<file path="config.mk">
export PLATFORM = sky130hd
export DESIGN_NAME = microtonal_step_sequencer_top
export DESIGN_NICKNAME = d
export VERILOG_FILES = /design/src/mss_pkg.sv /design/src/mss_step_mem.sv /design/src/mss_ctrl.sv /design/src/mss_pitch.sv /design/src/microtonal_step_sequencer_top.sv
export SDC_FILE = /design/constraint.sdc
export NUM_CORES = 2
export LEC_CHECK = 0
export ABC_AREA = 1
export BUFFER_PORTS_ARGS = -buffer_cell sky130_fd_sc_hd__buf_2
export CAP_MARGIN = 5
export CORE_MARGIN = 5
export CORE_UTILIZATION = 53
export DETAILED_ROUTE_END_ITERATION = 8
export MAX_ROUTING_LAYER = met4
export PLACE_DENSITY = 0.69
export SETUP_SLACK_MARGIN = 0.15
export SLEW_MARGIN = 5
export SYNTH_ARGS = -nofsm -noshare
export SYNTH_HDL_FRONTEND = slang
export SYNTH_SLANG_ARGS = --single-unit
export TNS_END_PERCENT = 1
</file>
<file path="constraint.sdc">
create_clock -name clk_i -period 27.3 [get_ports clk_i]
set_input_delay 1.365 -clock clk_i [delete_from_list [all_inputs] [get_ports clk_i]]
set_output_delay 1.365 -clock clk_i [all_outputs]
set_load 0.01 [all_outputs]
</file>
<file path="src/mss_pkg.sv">
// Shared types and constants of the microtonal step sequencer.
// Used by every module of the block; depends on nothing else.
`default_nettype none

package mss_pkg;

  // Fixed field widths.
  localparam int PitchIdxW = 5;
  localparam int VoltW     = 20;
  localparam int UnitW     = 11;
  localparam int MagW      = 19;
  localparam int ShownW    = 4;
  localparam int CfgW      = 20;
  localparam int CfgIdxW   = 3;
  localparam int OutLanes  = 3;

  // One memory lane holds the gate bit above the pitch index.
  localparam int LaneW = PitchIdxW + 1;
  localparam logic [LaneW-1:0] LaneReset = {1'b1, {PitchIdxW{1'b0}}};

  // Clamp limit, four volts in Q16.
  localparam logic signed [VoltW:0] VoltLimit = 21'sd262144;

  // (8192 * a + 4) / 9 = 910 * a + (2 * a + 4) / 9, the small quotient by reciprocal.
  localparam logic [MagW-1:0] Div9Whole = 19'd910;
  localparam logic [21:0]     Div9Recip = 22'd1821;
  localparam int              Div9Shift = 14;

  typedef enum logic [CfgIdxW-1:0] {
    CfgStepCount,
    CfgStepPeriod,
    CfgBaseOctave,
    CfgBaseNote,
    CfgTune,
    CfgIntervalMode,
    CfgExtClock
  } cfg_idx_e;

  typedef enum logic [1:0] {
    IntSemitone,
    IntQuarter,
    IntTwelfth
  } interval_e;

  localparam logic ModeTick  = 1'b0;
  localparam logic ModeWrite = 1'b1;

  typedef struct packed {
    logic              running;
    logic              adv;
    logic [ShownW-1:0] shown;
  } tick_info_t;

endpackage

`default_nettype wire

</file>
<file path="src/mss_step_mem.sv">
// Step table memory: one row per step, one lane per track, two read ports.
// Includes the clearing sweep after reset. Depends on mss_pkg.
`default_nettype none

module mss_step_mem #(
  parameter int STEPS_MAX = 16,
  parameter int TRACKS    = 3,
  localparam int StepW    = (STEPS_MAX > 1) ? $clog2(STEPS_MAX) : 1,
  localparam int RowW     = TRACKS * mss_pkg::LaneW
) (
  input  wire logic                        clk_i,
  input  wire logic                        rst_ni,
  input  wire logic                        wr_en_i,
  input  wire logic [StepW-1:0]            wr_step_i,
  input  wire logic [1:0]                  wr_track_i,
  input  wire logic [mss_pkg::LaneW-1:0]   wr_word_i,
  input  wire logic                        rd_en_i,
  input  wire logic [StepW-1:0]            rd_addr_a_i,
  input  wire logic [StepW-1:0]            rd_addr_b_i,
  output logic      [RowW-1:0]             rd_data_a_o,
  output logic      [RowW-1:0]             rd_data_b_o,
  output logic                             busy_o
);

  logic [RowW-1:0]  mem_q [STEPS_MAX];
  logic [RowW-1:0]  rd_a_q, rd_b_q;
  logic [StepW-1:0] clr_row_q, clr_row_d;
  logic             busy_q, busy_d;
  logic [TRACKS-1:0] lane_sel;

  always_comb begin
    for (int t = 0; t < TRACKS; t++) begin
      lane_sel[t] = (int'(wr_track_i) == t);
    end
  end

  // Sweep every row to the reset contents before the first item.
  always_comb begin
    busy_d    = busy_q;
    clr_row_d = clr_row_q;
    if (busy_q) begin
      if (clr_row_q == StepW'(STEPS_MAX - 1)) begin
        busy_d = 1'b0;
      end else begin
        clr_row_d = clr_row_q + 1'b1;
      end
    end
  end

  always_ff @(posedge clk_i or negedge rst_ni) begin
    if (!rst_ni) begin
      busy_q    <= 1'b1;
      clr_row_q <= '0;
    end else begin
      busy_q    <= busy_d;
      clr_row_q <= clr_row_d;
    end
  end

  always_ff @(posedge clk_i) begin
    if (busy_q) begin
      mem_q[clr_row_q] <= {TRACKS{mss_pkg::LaneReset}};
    end else if (wr_en_i) begin
      for (int t = 0; t < TRACKS; t++) begin
        if (lane_sel[t]) begin
          mem_q[wr_step_i][t*mss_pkg::LaneW +: mss_pkg::LaneW] <= wr_word_i;
        end
      end
    end
    if (rd_en_i) begin
      rd_a_q <= mem_q[rd_addr_a_i];
      rd_b_q <= mem_q[rd_addr_b_i];
    end
  end

  assign rd_data_a_o = rd_a_q;
  assign rd_data_b_o = rd_b_q;
  assign busy_o      = busy_q;

endmodule

`default_nettype wire

</file>
<file path="src/mss_ctrl.sv">
// Step position control: elapsed counter, clock and reset edge detection.
// Produces the memory addresses and the per-tick control. Depends on mss_pkg.
`default_nettype none

module mss_ctrl #(
  parameter int STEPS_MAX = 16,
  localparam int StepW    = (STEPS_MAX > 1) ? $clog2(STEPS_MAX) : 1
) (
  input  wire logic                 clk_i,
  input  wire logic                 rst_ni,
  input  wire logic                 tick_i,
  input  wire logic                 running_i,
  input  wire logic                 clock_level_i,
  input  wire logic                 reset_level_i,
  input  wire logic                 reset_button_i,
  input  wire logic [4:0]           step_count_i,
  input  wire logic [19:0]          period_i,
  input  wire logic                 ext_clock_i,
  output logic      [StepW-1:0]     pitch_addr_o,
  output logic      [StepW-1:0]     gate_addr_o,
  output mss_pkg::tick_info_t       info_o
);

  localparam int CmpW = (StepW + 1 > 5) ? StepW + 1 : 5;

  logic [StepW-1:0] step_q, step_d, wrap_step;
  logic [19:0]      elapsed_q, elapsed_d, elapsed_inc;
  logic             prev_clk_q, prev_clk_d;
  logic             prev_rlev_q, prev_rbtn_q;
  logic             adv, rst_edge;
  logic [CmpW-1:0]  cnt_eff, nxt;

  // Step after an advance, wrapped at the effective step count.
  always_comb begin
    cnt_eff = (CmpW'(step_count_i) > CmpW'(STEPS_MAX)) ? CmpW'(STEPS_MAX)
                                                       : CmpW'(step_count_i);
    nxt       = CmpW'(step_q) + 1'b1;
    wrap_step = (nxt >= cnt_eff) ? '0 : nxt[StepW-1:0];
  end

  always_comb begin
    elapsed_inc = (elapsed_q == '1) ? elapsed_q : elapsed_q + 1'b1;
    elapsed_d   = elapsed_inc;
    prev_clk_d  = prev_clk_q;
    adv         = 1'b0;
    if (running_i) begin
      if (!ext_clock_i) begin
        if (elapsed_inc >= period_i) begin
          elapsed_d = '0;
          adv       = 1'b1;
        end
      end else begin
        adv        = clock_level_i & ~prev_clk_q;
        prev_clk_d = clock_level_i;
      end
    end
    rst_edge = (reset_level_i & ~prev_rlev_q) | (reset_button_i & ~prev_rbtn_q);
    step_d   = rst_edge ? '0 : (adv ? wrap_step : step_q);
  end

  always_ff @(posedge clk_i or negedge rst_ni) begin
    if (!rst_ni) begin
      step_q      <= '0;
      elapsed_q   <= '0;
      prev_clk_q  <= 1'b0;
      prev_rlev_q <= 1'b0;
      prev_rbtn_q <= 1'b0;
    end else if (tick_i) begin
      step_q      <= step_d;
      elapsed_q   <= elapsed_d;
      prev_clk_q  <= prev_clk_d;
      prev_rlev_q <= reset_level_i;
      prev_rbtn_q <= reset_button_i;
    end
  end

  assign pitch_addr_o   = step_q;
  assign gate_addr_o    = wrap_step;
  assign info_o.running = running_i;
  assign info_o.adv     = adv;
  assign info_o.shown   = mss_pkg::ShownW'(step_q);

endmodule

`default_nettype wire

</file>
<file path="src/mss_pitch.sv">
// Pitch to voltage lane: unit sum and rounded scaling by 8192/9 into a register,
// then sign, tuning offset and clamp. Depends on mss_pkg.
`default_nettype none

module mss_pitch (
  input  wire logic                                 clk_i,
  input  wire logic                                 en_i,
  input  wire logic        [mss_pkg::PitchIdxW-1:0] idx_i,
  input  wire logic signed [mss_pkg::UnitW-1:0]     base_units_i,
  input  wire logic        [1:0]                    imode_i,
  input  wire logic signed [12:0]                   tune_i,
  output logic      signed [mss_pkg::VoltW-1:0]     volts_o
);

  logic        [2:0]                k;
  logic        [7:0]                step_units;
  logic signed [mss_pkg::UnitW-1:0] units, units_abs;
  logic        [8:0]                a;
  logic        [10:0]               y;
  logic        [21:0]               corr_prod;
  logic        [mss_pkg::MagW-1:0]  mag, mag_q;
  logic                             neg_q;
  logic signed [mss_pkg::VoltW:0]   mag_s, q, v;

  always_comb begin
    unique case (imode_i)
      mss_pkg::IntSemitone: k = 3'd6;
      mss_pkg::IntQuarter:  k = 3'd3;
      default:              k = 3'd1;
    endcase
    step_units = 8'(idx_i) * 8'(k);
    units      = base_units_i + $signed({3'b000, step_units});
    units_abs  = units[mss_pkg::UnitW-1] ? -units : units;
    a          = units_abs[8:0];
    y          = {1'b0, a, 1'b0} + 11'd4;
    corr_prod  = 22'(y) * mss_pkg::Div9Recip;
    mag        = mss_pkg::MagW'(a) * mss_pkg::Div9Whole
               + mss_pkg::MagW'(corr_prod[21:mss_pkg::Div9Shift]);
  end

  always_ff @(posedge clk_i) begin
    if (en_i) begin
      mag_q <= mag;
      neg_q <= units[mss_pkg::UnitW-1];
    end
  end

  always_comb begin
    mag_s = $signed({2'b00, mag_q});
    q     = neg_q ? -mag_s : mag_s;
    v     = q + (mss_pkg::VoltW + 1)'(tune_i);
    if (v > mss_pkg::VoltLimit) begin
      v = mss_pkg::VoltLimit;
    end else if (v < -mss_pkg::VoltLimit) begin
      v = -mss_pkg::VoltLimit;
    end
    volts_o = v[mss_pkg::VoltW-1:0];
  end

endmodule

`default_nettype wire

</file>
<file path="src/microtonal_step_sequencer_top.sv">
// Microtonal step sequencer, top level: three output tracks of up to STEPS_MAX steps.
// A tick item's result passes through stage A, stage B and the output register in turn.
// Throughput: one item per cycle while the output is not stalled and the table is not being cleared.
// Reset: control state clears at once, then a sweep over every row loads the step
// table (gate set, pitch zero), during which no item is accepted; configuration is taken.
`default_nettype none

module microtonal_step_sequencer_top #(
  parameter int STEPS_MAX = 16,
  parameter int TRACKS    = 3
) (
  input  wire logic                clk_i,
  input  wire logic                rst_ni,
  // Configuration write port.
  input  wire logic                cfg_we_i,
  input  wire logic [2:0]          cfg_idx_i,
  input  wire logic [19:0]         cfg_data_i,
  // Input channel.
  input  wire logic                in_valid_i,
  output logic                     in_stall_o,
  input  wire logic                mode_i,
  input  wire logic                running_i,
  input  wire logic                clock_level_i,
  input  wire logic                reset_level_i,
  input  wire logic                reset_button_i,
  input  wire logic [3:0]          entry_step_i,
  input  wire logic [1:0]          entry_track_i,
  input  wire logic [4:0]          entry_pitch_i,
  input  wire logic                entry_gate_i,
  // Output channel.
  output logic                     out_valid_o,
  input  wire logic                out_stall_i,
  output logic signed [19:0]       pitch_a_o,
  output logic signed [19:0]       pitch_b_o,
  output logic signed [19:0]       pitch_c_o,
  output logic                     gate_a_o,
  output logic                     gate_b_o,
  output logic                     gate_c_o,
  output logic [3:0]               shown_step_o,
  output logic                     play_light_o
);

  localparam int StepW = (STEPS_MAX > 1) ? $clog2(STEPS_MAX) : 1;
  localparam int RowW  = TRACKS * mss_pkg::LaneW;
  // Only the first three tracks reach the outputs.
  localparam int Lanes = (TRACKS < mss_pkg::OutLanes) ? TRACKS : mss_pkg::OutLanes;

  // ------------------------------------------------------------------
  // Configuration registers. They are to be written only while the block is
  // idle (the block does not enforce it), so later pipeline stages may read them directly.
  // ------------------------------------------------------------------
  logic        [4:0]  step_count_q;
  logic        [19:0] period_q;
  logic signed [2:0]  octave_q;
  logic        [3:0]  note_q;
  logic signed [12:0] tune_q;
  logic        [1:0]  imode_q;
  logic               ext_clock_q;

  always_ff @(posedge clk_i or negedge rst_ni) begin
    if (!rst_ni) begin
      step_count_q <= 5'd16;
      period_q     <= 20'd6000;
      octave_q     <= '0;
      note_q       <= '0;
      tune_q       <= '0;
      imode_q      <= mss_pkg::IntSemitone;
      ext_clock_q  <= 1'b0;
    end else if (cfg_we_i) begin
      unique case (cfg_idx_i)
        mss_pkg::CfgStepCount:    step_count_q <= cfg_data_i[4:0];
        mss_pkg::CfgStepPeriod:   period_q     <= cfg_data_i;
        mss_pkg::CfgBaseOctave:   octave_q     <= $signed(cfg_data_i[2:0]);
        mss_pkg::CfgBaseNote:     note_q       <= cfg_data_i[3:0];
        mss_pkg::CfgTune:         tune_q       <= $signed(cfg_data_i[12:0]);
        mss_pkg::CfgIntervalMode: imode_q      <= cfg_data_i[1:0];
        mss_pkg::CfgExtClock:     ext_clock_q  <= cfg_data_i[0];
        default: ;
      endcase
    end
  end

  // Base note in 1/72 octave units: 6 * (12 * octave + note - 9), shared by all lanes.
  logic signed [mss_pkg::UnitW-1:0] semis, base_units;

  always_comb begin
    semis      = 11'sd12 * mss_pkg::UnitW'(octave_q) + $signed({7'b0, note_q}) - 11'sd9;
    base_units = 11'sd6 * semis;
  end

  // ------------------------------------------------------------------
  // Pipeline flow. Stage A holds the memory read data, stage B the scaled
  // magnitudes, and the output register the result item. Each stage moves
  // when the one after it is empty or moving, so a waiting result does not
  // hold up items behind it while bubbles remain.
  // ------------------------------------------------------------------
  logic a_valid_q, b_valid_q, out_valid_q;
  logic en_a, en_b, en_o;
  logic mem_busy;
  logic in_acc, tick_acc, wr_acc;

  assign en_o = !out_valid_q || !out_stall_i;
  assign en_b = !b_valid_q || en_o;
  assign en_a = !a_valid_q || en_b;

  assign in_stall_o = mem_busy || !en_a;
  assign in_acc     = in_valid_i && !in_stall_o;
  assign tick_acc   = in_acc && (mode_i == mss_pkg::ModeTick);
  // A write outside the step or track range is dropped.
  assign wr_acc     = in_acc && (mode_i == mss_pkg::ModeWrite)
                    && (int'(entry_step_i) < STEPS_MAX) && (int'(entry_track_i) < TRACKS);

  // ------------------------------------------------------------------
  // Step control and the step table.
  // ------------------------------------------------------------------
  logic [StepW-1:0]    pitch_addr, gate_addr;
  mss_pkg::tick_info_t tick_info, a_info_q, b_info_q;
  logic [RowW-1:0]     rd_pitch_row, rd_gate_row;

  mss_ctrl #(
    .STEPS_MAX (STEPS_MAX)
  ) u_ctrl (
    .clk_i          (clk_i),
    .rst_ni         (rst_ni),
    .tick_i         (tick_acc),
    .running_i      (running_i),
    .clock_level_i  (clock_level_i),
    .reset_level_i  (reset_level_i),
    .reset_button_i (reset_button_i),
    .step_count_i   (step_count_q),
    .period_i       (period_q),
    .ext_clock_i    (ext_clock_q),
    .pitch_addr_o   (pitch_addr),
    .gate_addr_o    (gate_addr),
    .info_o         (tick_info)
  );

  // Pitch comes from the step before the advance, the gate from the step after it.
  mss_step_mem #(
    .STEPS_MAX (STEPS_MAX),
    .TRACKS    (TRACKS)
  ) u_mem (
    .clk_i       (clk_i),
    .rst_ni      (rst_ni),
    .wr_en_i     (wr_acc),
    .wr_step_i   (StepW'(entry_step_i)),
    .wr_track_i  (entry_track_i),
    .wr_word_i   ({entry_gate_i, entry_pitch_i}),
    .rd_en_i     (en_a),
    .rd_addr_a_i (pitch_addr),
    .rd_addr_b_i (gate_addr),
    .rd_data_a_o (rd_pitch_row),
    .rd_data_b_o (rd_gate_row),
    .busy_o      (mem_busy)
  );

  always_ff @(posedge clk_i or negedge rst_ni) begin
    if (!rst_ni) begin
      a_valid_q   <= 1'b0;
      b_valid_q   <= 1'b0;
      out_valid_q <= 1'b0;
    end else begin
      if (en_a) begin
        a_valid_q <= tick_acc;
      end
      if (en_b) begin
        b_valid_q <= a_valid_q;
      end
      if (en_o) begin
        out_valid_q <= b_valid_q;
      end
    end
  end

  always_ff @(posedge clk_i) begin
    if (en_a) begin
      a_info_q <= tick_info;
    end
    if (en_b) begin
      b_info_q <= a_info_q;
    end
  end

  // ------------------------------------------------------------------
  // Per-lane pitch arithmetic and gate capture. The output registers also
  // serve as the held values that a paused tick repeats.
  // ------------------------------------------------------------------
  logic signed [mss_pkg::VoltW-1:0] lane_volts [Lanes];
  logic signed [mss_pkg::VoltW-1:0] pitch_q    [Lanes];
  logic        [Lanes-1:0]          b_gate_q, gate_q;
  logic        [Lanes-1:0]          a_gate;
  logic [mss_pkg::ShownW-1:0]       shown_q;
  logic                             play_q;

  for (genvar t = 0; t < Lanes; t++) begin : g_lane
    assign a_gate[t] = a_info_q.adv
                     & rd_gate_row[t*mss_pkg::LaneW + mss_pkg::PitchIdxW];

    mss_pitch u_pitch (
      .clk_i        (clk_i),
      .en_i         (en_b),
      .idx_i        (rd_pitch_row[t*mss_pkg::LaneW +: mss_pkg::PitchIdxW]),
      .base_units_i (base_units),
      .imode_i      (imode_q),
      .tune_i       (tune_q),
      .volts_o      (lane_volts[t])
    );
  end

  always_ff @(posedge clk_i) begin
    if (en_b) begin
      b_gate_q <= a_gate;
    end
  end

  always_ff @(posedge clk_i or negedge rst_ni) begin
    if (!rst_ni) begin
      for (int t = 0; t < Lanes; t++) begin
        pitch_q[t] <= '0;
      end
      gate_q  <= '0;
      shown_q <= '0;
      play_q  <= 1'b0;
    end else if (en_o && b_valid_q) begin
      shown_q <= b_info_q.shown;
      play_q  <= b_info_q.running;
      if (b_info_q.running) begin
        for (int t = 0; t < Lanes; t++) begin
          pitch_q[t] <= lane_volts[t];
        end
        gate_q <= b_gate_q;
      end
    end
  end

  // Tracks beyond the configured count read as zero.
  logic signed [mss_pkg::VoltW-1:0] out_pitch [mss_pkg::OutLanes];
  logic        [mss_pkg::OutLanes-1:0] out_gate;

  for (genvar k = 0; k < mss_pkg::OutLanes; k++) begin : g_out
    if (k < Lanes) begin : g_used
      assign out_pitch[k] = pitch_q[k];
      assign out_gate[k]  = gate_q[k];
    end else begin : g_unused
      assign out_pitch[k] = '0;
      assign out_gate[k]  = 1'b0;
    end
  end

  assign out_valid_o  = out_valid_q;
  assign pitch_a_o    = out_pitch[0];
  assign pitch_b_o    = out_pitch[1];
  assign pitch_c_o    = out_pitch[2];
  assign gate_a_o     = out_gate[0];
  assign gate_b_o     = out_gate[1];
  assign gate_c_o     = out_gate[2];
  assign shown_step_o = shown_q;
  assign play_light_o = play_q;

`ifndef ASSERT_OFF
  // An accepted tick always lands in stage A, in step with its memory read.
  a_tick_enters : assert property (@(posedge clk_i) disable iff (!rst_ni)
    tick_acc |=> a_valid_q)
    else $error("accepted tick did not enter stage A");

  // A blocked stage A keeps its control alongside the held read data.
  a_stage_holds : assert property (@(posedge clk_i) disable iff (!rst_ni)
    (a_valid_q && !en_b) |=> (a_valid_q && $stable(a_info_q)))
    else $error("stage A changed while blocked");

  // Nothing is accepted while the table is being cleared.
  no_item_in_clear : assert property (@(posedge clk_i) disable iff (!rst_ni)
    mem_busy |-> !in_acc)
    else $error("item accepted during table clear");

  // A result moving out of stage B always becomes an output item.
  b_to_out : assert property (@(posedge clk_i) disable iff (!rst_ni)
    (b_valid_q && en_o) |=> out_valid_q)
    else $error("result lost between stage B and output");
`endif

endmodule

`default_nettype wire
</file>
==> impl_results.md <==
* Most used DFF post-synth: edfxtp_1
* DR vias at 31600
* Die Span Y at 289 microns
* Routability cong. at 0.929
* Min cycle time layout at 11.81 ns
* Core area at 77300 sq um
* Clock slew at reported path FFs at 0.06 ns
* Sequential area share after synthesis at 36.9%
* Required @ worst endpoint at 27.64 ns
* Period utilization at 43.3%
* CP max stage delay at 0.70 ns
* R2r endpoint: g_lane[1].u_pitch.mag_q[16]
* Global-route met3 utilization at 2.64%
* Hold WS at 0.413 ns
* DR pass1 iterations at 7
* RSZ-0062 raised after global routing: no
* Die width at 289 microns
* Vias in the first global route at 30400
* Antenna violations before repair at 4
* H-tree depth at 2
* Final Skew at 0.0532 ns
* CP max FO at 13
* Post-Route WL at 98.5 mm
* Root Driver: clkbuf_16
* Area share of the largest cell type after synthesis at 27.7%
* Setup TNS Final at 0 ns
* Cell count after synthesis at 4678
* Largest net degree at the start of global routing at 94
* Startpoint types: register
* Status: complete, no violations
* Critical Path Stages at 61
* Met1 global-route usage at 30.9%
* Longest Clk Path Bufs at 3
* Layout cells sized above 1 at 7.86%
* Most numerous cell in the Yosys netlist: nand2_1
* Count of different cell masters after synthesis at 67
* FF+latch count, synth at 531
* Largest area contributor in the netlist: edfxtp_1
* CP bufs+invs at 11
* WL per Instance at 16.8 microns
* Area delta synth->final at 8.66%
* CP top delay family: adder cells
* R2R depth at 61
* Number of CTS-inserted buffers at 56
* Slew HR at 21.6%
* Drc violations at 0
* Worst slew pin tran at 1.17 ns
* Layout Nets at 5463
* CP arrival at 12.16 ns
* Post-synth ARST share at 28.4%
* Crit Path Category: register to register
* First-pass GRT wire length at 158 mm
* DRT antenna net count at 0
* Syn_nets at 5362
* FF-to-FF setup slack at 15.49 ns
* Via/cell ratio at 5.40
* CP endpoint kind: register
* Area occupied by multi-input gates at 23200 sq um
* CP Launch Point: imode_q[1]
* GRT overflow at 0
* Mean post-synth cell area at 8.81 sq um
* Hold Crit Class: register to register
* Post_cts resized at 0
* Largest cells by area after synthesis: edfxtp_1 (28%), ha_1 (16%), nand2_1 (8.7%)
* Register area at 15200 sq um
* Die area at 83400 sq um
* Fillers at 6925
* Overall Global Routing Usage at 23.9%
* M2 GR Usage at 40.2%
* Synth Cell Area at 41200 sq um
* Starting Density at 53.3%
* I/O Pins at 115
* CTS tree: done
* MaxCap Viol Count at 0
* GRT busiest layer: met2
* Yosys warning count at 0
* Worst-Skew Late Latency at 0.65 ns
* Max-slew violations at 0
* Slowest cell on crit path: nor2_1
* Final hold vios at 0
* Row count at 102
* R2R Path Start: imode_q[1]
* Setup repair bufs after CTS at 0
* Fmax at 0.0846 GHz
* Post-DP HPWL at 74.5 mm
* Final setup fails at 0
* Crit path to: g_lane[1].u_pitch.mag_q[16]
* Setup slack at placement at 15.59 ns
* Post-synth EDFFs at 380
* Port bufs at 114
* Top cells by count, synth: nand2_1 (952), inv_1 (626), ha_1 (523)
* Clock sinks at 531
* Cts hold-fix bufs at 0
* Most used cell, CP: nand2_1
* Starting DRC count in detailed routing at 1984
* Worst setup margin at 15.49 ns
* Fin util at 57.9%
-- layout by cell type (no fill, tap or decap), types with 113 or more instances in the layout --
cell type,netlist,routed
buf_2,7,113
ha_1,523,523
nor2_1,369,363
edfxtp_1,380,380
nand2_1,952,951
dfrtp_1,142,141
fa_1,116,116
a21oi_1,252,252
nand3_1,203,203
o21ai_0,240,240
xor2_1,195,195
inv_1,626,624
-- area by class of cell --
| class | instances | share of cell area (%) |
|---|---|---|
| Tap cell | 1040 | 2.91 |
| Clock inverter | 29 | 0.810 |
| Multi-Input combinational cell | 3404 | 51.9 |
| Inverter | 653 | 5.49 |
| Clock buffer | 72 | 3.36 |
| Timing Repair Buffer | 133 | 1.61 |
| Antenna cell | 4 | 0.0224 |
| Sequential cell | 531 | 34.0 |
-- through the flow --
step | cell area [sq um] | std cells
floorplan | 41200 | 4678
global placement | 42900 | 5761
detailed placement | 42900 | 5761
CTS | 44800 | 5862
global route | 44800 | 5866
finish | 44800 | 5866
-- cell families after synthesis --
group	after synthesis	share of synthesized area [%]
adders and majority gates	639	21.5
buffers and inverters	743	6.86
DFF	531	36.9
and+or+nand+nor	1795	19.0
AOI/OAI and AO/OA	683	9.53
xor gates and xnor gates	287	6.23
-- sequential cells by signal (all words and copies together), names as in the netlist, 3 cells and up --
register,cells
u_mem.rd_data_b_o,3
g_lane.u_pitch.neg_q,3
step_count_q,5
pitch_c_o,20
octave_q,3
u_mem.rd_data_a_o,15
u_mem.mem_q,288
b_gate_q,3
period_q,20
u_mem.clr_row_q,4
b_info_q,5
a_info_q,6
pitch_b_o,20
pitch_a_o,20
shown_step_o,4
u_ctrl.elapsed_q,20
note_q,4
u_ctrl.pitch_addr_o,4
g_lane.u_pitch.mag_q,57
tune_q,13
gate_q,3
-- worst min path at each step --
stage                            from     endpoint  slack [ns]  cells past startpoint
after floorplan           a_info_q[0]  b_info_q[0]        0.40                      0
after global placement    a_info_q[2]  b_info_q[2]        0.40                      0
after detailed placement  a_info_q[1]  b_info_q[1]        0.40                      0
after CTS                 a_info_q[1]  b_info_q[1]        0.42                      0
after global routing      a_info_q[1]  b_info_q[1]        0.42                      0
final                     a_info_q[1]  b_info_q[1]        0.41                      0
-- worst register-to-register path: cells and delay by family (launching register included) --
kind            cells  cell delay, ns
simple gates       26            3.83
compound gates      9            1.68
xor+xnor            4            0.54
fa+ha+maj          11            4.15
flops               1            0.50
buf+inv            11            0.82
-- routing by layer --
layer | vias up | part of all wire [%]
li1 | 15900 | -
met2 | 721 | 48
met3 | 172 | 5.0
met1 | 14900 | 44
met4 | 0 | 3.1
met5 | - | 0
Power is not shown: default switching activity piles up to over one toggle a cycle in this logic, so the estimate is an artifact.
